**src/hdl/tq_pkg.sv**
```systemverilog
package tq_pkg;

  localparam int QUEUE_DEPTH = 64;
  localparam int CNT_W = $clog2(QUEUE_DEPTH + 1);

  localparam logic [2:0] OP_ADD      = 3'd0;
  localparam logic [2:0] OP_ADD_RUN  = 3'd1;
  localparam logic [2:0] OP_ADD_HEAD = 3'd2;
  localparam logic [2:0] OP_CANCEL   = 3'd3;

  localparam logic [2:0] ST_ADDED  = 3'd0;
  localparam logic [2:0] ST_RAN    = 3'd1;
  localparam logic [2:0] ST_POPPED = 3'd2;
  localparam logic [2:0] ST_NOTDUE = 3'd3;
  localparam logic [2:0] ST_EMPTY  = 3'd4;
  localparam logic [2:0] ST_CANCEL = 3'd5;
  localparam logic [2:0] ST_FULL   = 3'd6;

  typedef struct packed {
    logic [62:0] due;
    logic [63:0] key;
    logic [31:0] id;
    logic [31:0] tag;
  } entry_t;

  typedef enum logic [1:0] {
    CM_HOLD  = 2'd0,
    CM_LEFT  = 2'd1,
    CM_RIGHT = 2'd2,
    CM_NEW   = 2'd3
  } cell_mode_t;

  typedef struct packed {
    cell_mode_t  mode;
    logic        occ;
    logic [62:0] probe_time;
    logic [31:0] probe_id;
  } cell_ctl_t;

endpackage

```
**src/hdl/tq_cell.sv**
```systemverilog
module tq_cell (
  input  logic              clk,
  input  tq_pkg::cell_ctl_t ctl,
  input  tq_pkg::entry_t    left,
  input  tq_pkg::entry_t    right,
  input  tq_pkg::entry_t    fresh,
  output tq_pkg::entry_t    data,
  output logic              gt,
  output logic              match
);
  import tq_pkg::*;

  always_ff @(posedge clk) begin
    unique case (ctl.mode)
      CM_HOLD:  data <= data;
      CM_LEFT:  data <= left;
      CM_RIGHT: data <= right;
      CM_NEW:   data <= fresh;
      default:  data <= data;
    endcase
  end

  assign gt    = ctl.occ && (data.due > ctl.probe_time);
  assign match = ctl.occ && (data.id == ctl.probe_id);

endmodule

```
**config.mk**
```make
export PLATFORM = sky130hd
export DESIGN_NAME = tq_cell
export DESIGN_NICKNAME = d
export VERILOG_FILES = /design/src/hdl/tq_pkg.sv /design/src/hdl/tq_cell.sv
export SDC_FILE = /design/constraint.sdc
export NUM_CORES = 1
export LEC_CHECK = 0
export ABC_AREA = 1
export BUFFER_PORTS_ARGS = -buffer_cell sky130_fd_sc_hd__buf_2
export CAP_MARGIN = 20
export CORE_AREA = 10 10 332 334
export CTS_BUF_LIST = sky130_fd_sc_hd__clkbuf_8
export CTS_CLUSTER_SIZE = 25
export DETAILED_ROUTE_END_ITERATION = 7
export DIE_AREA = 0 0 342 344
export HOLD_SLACK_MARGIN = 0.15
export PLACE_DENSITY = 0.31
export SYNTH_ARGS = -nofsm -noshare
export SYNTH_HDL_FRONTEND = slang
export SYNTH_SLANG_ARGS = --single-unit
```
**constraint.sdc**
```tcl
create_clock -name clk -period 4.5 [get_ports clk]
set_clock_uncertainty 0.1 [all_clocks]
set_input_delay 0.9 -clock clk [delete_from_list [all_inputs] [get_ports clk]]
set_output_delay 0.9 -clock clk [all_outputs]
set_load 0.02 [all_outputs]
```
==> results.toml <==
[synthesis]
synthCells = 1448
seq_area_frac_synth_pct = 48.7
synth_top_area_share_pct = 48.7
ys_ff_latch = 191
synthesis.area_um2 = 11800
synth_area_leaders = "edfxtp_1 49%, nand3_1 17%, nand2_1 16%"
synth_top_area_cell = "edfxtp_1"
syn-num-nets = 2183
synth_warnings = 0
syn_avg_cell_area_um2 = 8.13
ys_types = 27

[route]
initialDrtViolationCount = 668
wl_mm = 88.1
wl_per_cell_um = 24.0
antenna_left = 0
dr.pass1.iters = 5
via_count = 13834
drc = 0
viasPerCell = 3.77

[timing]
layout_setup_ws_ns = 0.768
timing.hold.ws_ns = 0.463
timing.final.crit_share_pct = 82.9
relSlewSlack_pct = 41.8
finalCriticalPeriod_ns = 3.73
setup_violations = 0
maxSlewViolCount = 0
max_clock_freq_mhz = 268
rsz0062_at_grt = "no"
finalHoldViolations = 0
tns_ns = 0
worst_slew_pin_slew_ns = 0.873

[cts]
clock_path_buffers = 2
h-tree-depth = 4
cts.clk_slew.worst_paths_ns = 0.13
cts_buffers = 17
cts_setup_buffers = 0
cts_resized = 0
cts_tree = "built"
cts_sinks = 191
cts-root-buf = "clkbuf_8"
ctsHoldBuffers = 0

[finish]
final_cell_mix = "862 x buf_2, 488 x nand2_1, 389 x nand3_1, 191 x edfxtp_1, 113 x inv_1"
layout-drive-gt1-share_pct = 40.3
final_common_cell = "buf_2"
largest_reg_flops = 191
fin_util_pct = 17.6
fillers = 11909
syn_to_final_growth_pct = 54.2
final_nets = 2997
top_register = "data"
reg.largest.list = "data (191)"

[setup_path]
required_ns = 3.50
cp-start-kind = "flip-flop"
worstPathMaxFanout = 2
cp.arrival_ns = 2.73
cp-end-kind = "output port"
critPathKind = "reg2out"

[hold_path]
hold_path_class = "in2reg"

[power]
power_density_nw_per_um2 = 294
p_leak_nw = 8.91
ir_drop_v = 0.000177

[die]
fp.dieArea_um2 = 118000
die_h_um = 344
num_rows = 118
initial_core_util_pct = 11.4
ios = 865
core-area_um2 = 103000
dieWidth_um = 342

[outcome]
status = "finished clean"

[place]
gp_congestion = 0.822
io_buffer_count = 864
pre_cts_slack_ns = 0.641
place_hpwl_mm = 73.7

[grt]
overflow = 0
met2_usage_pct = 26.5
grt_pass1_vias = 14809
antenna_found_initial = 78
top_usage_layer = "met2"
track_usage_pct = 14.3
grt_pass1_wl_mm = 118
grt_use_met1_pct = 15.1
grt_max_degree = 100
use_met3_pct = 5.70

[run]
cap_violations = 0
==> Yosys cell counts <==
cell,count
nand2_1,488
nand3_1,389
edfxtp_1,191
inv_1,112
ha_1,63
clkbuf_1,40
nor2_1,37
buf_2,36
a21oi_1,23
nand4_1,11
buf_1,8
nor3_1,6
o22ai_1,6
xnor2_1,6
a22o_1,5
or2_2,5
xor2_1,5
a21o_1,4
a211oi_1,2
a221oi_1,2
nand3b_1,2
o21ai_0,2
a21boi_0,1
inv_2,1
nor2_2,1
nor3_2,1
o221ai_1,1
==> layout make-up <==
cell class / instances / area [µm²] / area share [%]
Sequential cell: 191 / 5740 / 31.6
Multi-Input combinational cell: 1060 / 5260 / 29.0
Timing Repair Buffer: 879 / 4550 / 25.1
Tap cell: 1380 / 1730 / 9.52
Inverter: 113 / 432 / 2.38
Clock buffer: 17 / 234 / 1.29
Clock inverter: 15 / 158 / 0.869
Antenna cell: 18 / 45.0 / 0.248
==> power breakdown <==
group / total (mW) / switching (mW) / leakage, nW / internal [mW]
clock network: 1.35 / 0.851 / 0.203 / 0.503
logic: 1.63 / 1.05 / 6.74 / 0.586
registers: 2.34 / 0.126 / 1.97 / 2.21
total: 5.33 / 2.03 / 8.91 / 3.30
==> final timing paths <==
path,slack (ns),from,endpoint,cells after the start
worst max-delay path,0.77,data[146],gt,9
worst min-delay path,0.46,right[72],data[72],3
==> layer usage <==
metal	part of all wire, %	up-vias
met5	0.38	-
met4	1.8	54
met3	9.6	157
met2	52	613
met1	36	6441
li1	-	6569
==> critical path, stage by stage (launching register included) <==
cell and delay, ns:
edfxtp_1 0.43, ha_1 0.31, nand2_1 0.10, nor2_1 0.42
nand4_1 0.22, nor2_1 0.23, nand4_1 0.10, nand2_1 0.09
a21oi_1 0.06, buf_2 0.17
==> through the flow <==
stage / std cells / power (mW) / instance area (µm²)
after floorplan: 1448 / 3.14 / 11800
after global placement: 3623 / 4.08 / 17700
after detailed placement: 3623 / 4.07 / 17700
after CTS: 3655 / 5.50 / 18100
after global routing: 3663 / 5.68 / 18100
final: 3673 / 5.33 / 18100
==> kinds of logic (layout without fill, tap and decap cells) <==
| logic type | Yosys count | in the layout | synth area share [%] |
|---|---|---|---|
| buffers and inverters | 197 | 1024 | 6.67 |
| and+or+nand+nor | 940 | 940 | 34.7 |
| xor gates and xnor gates | 11 | 11 | 0.819 |
| AOI/OAI and AO/OA | 46 | 46 | 2.42 |
| adders and majority gates | 63 | 63 | 6.70 |
| other | 0 | 18 | 0 |
| DFF | 191 | 191 | 48.7 |
No activity file was read; power rests on OpenSTA's default activity.
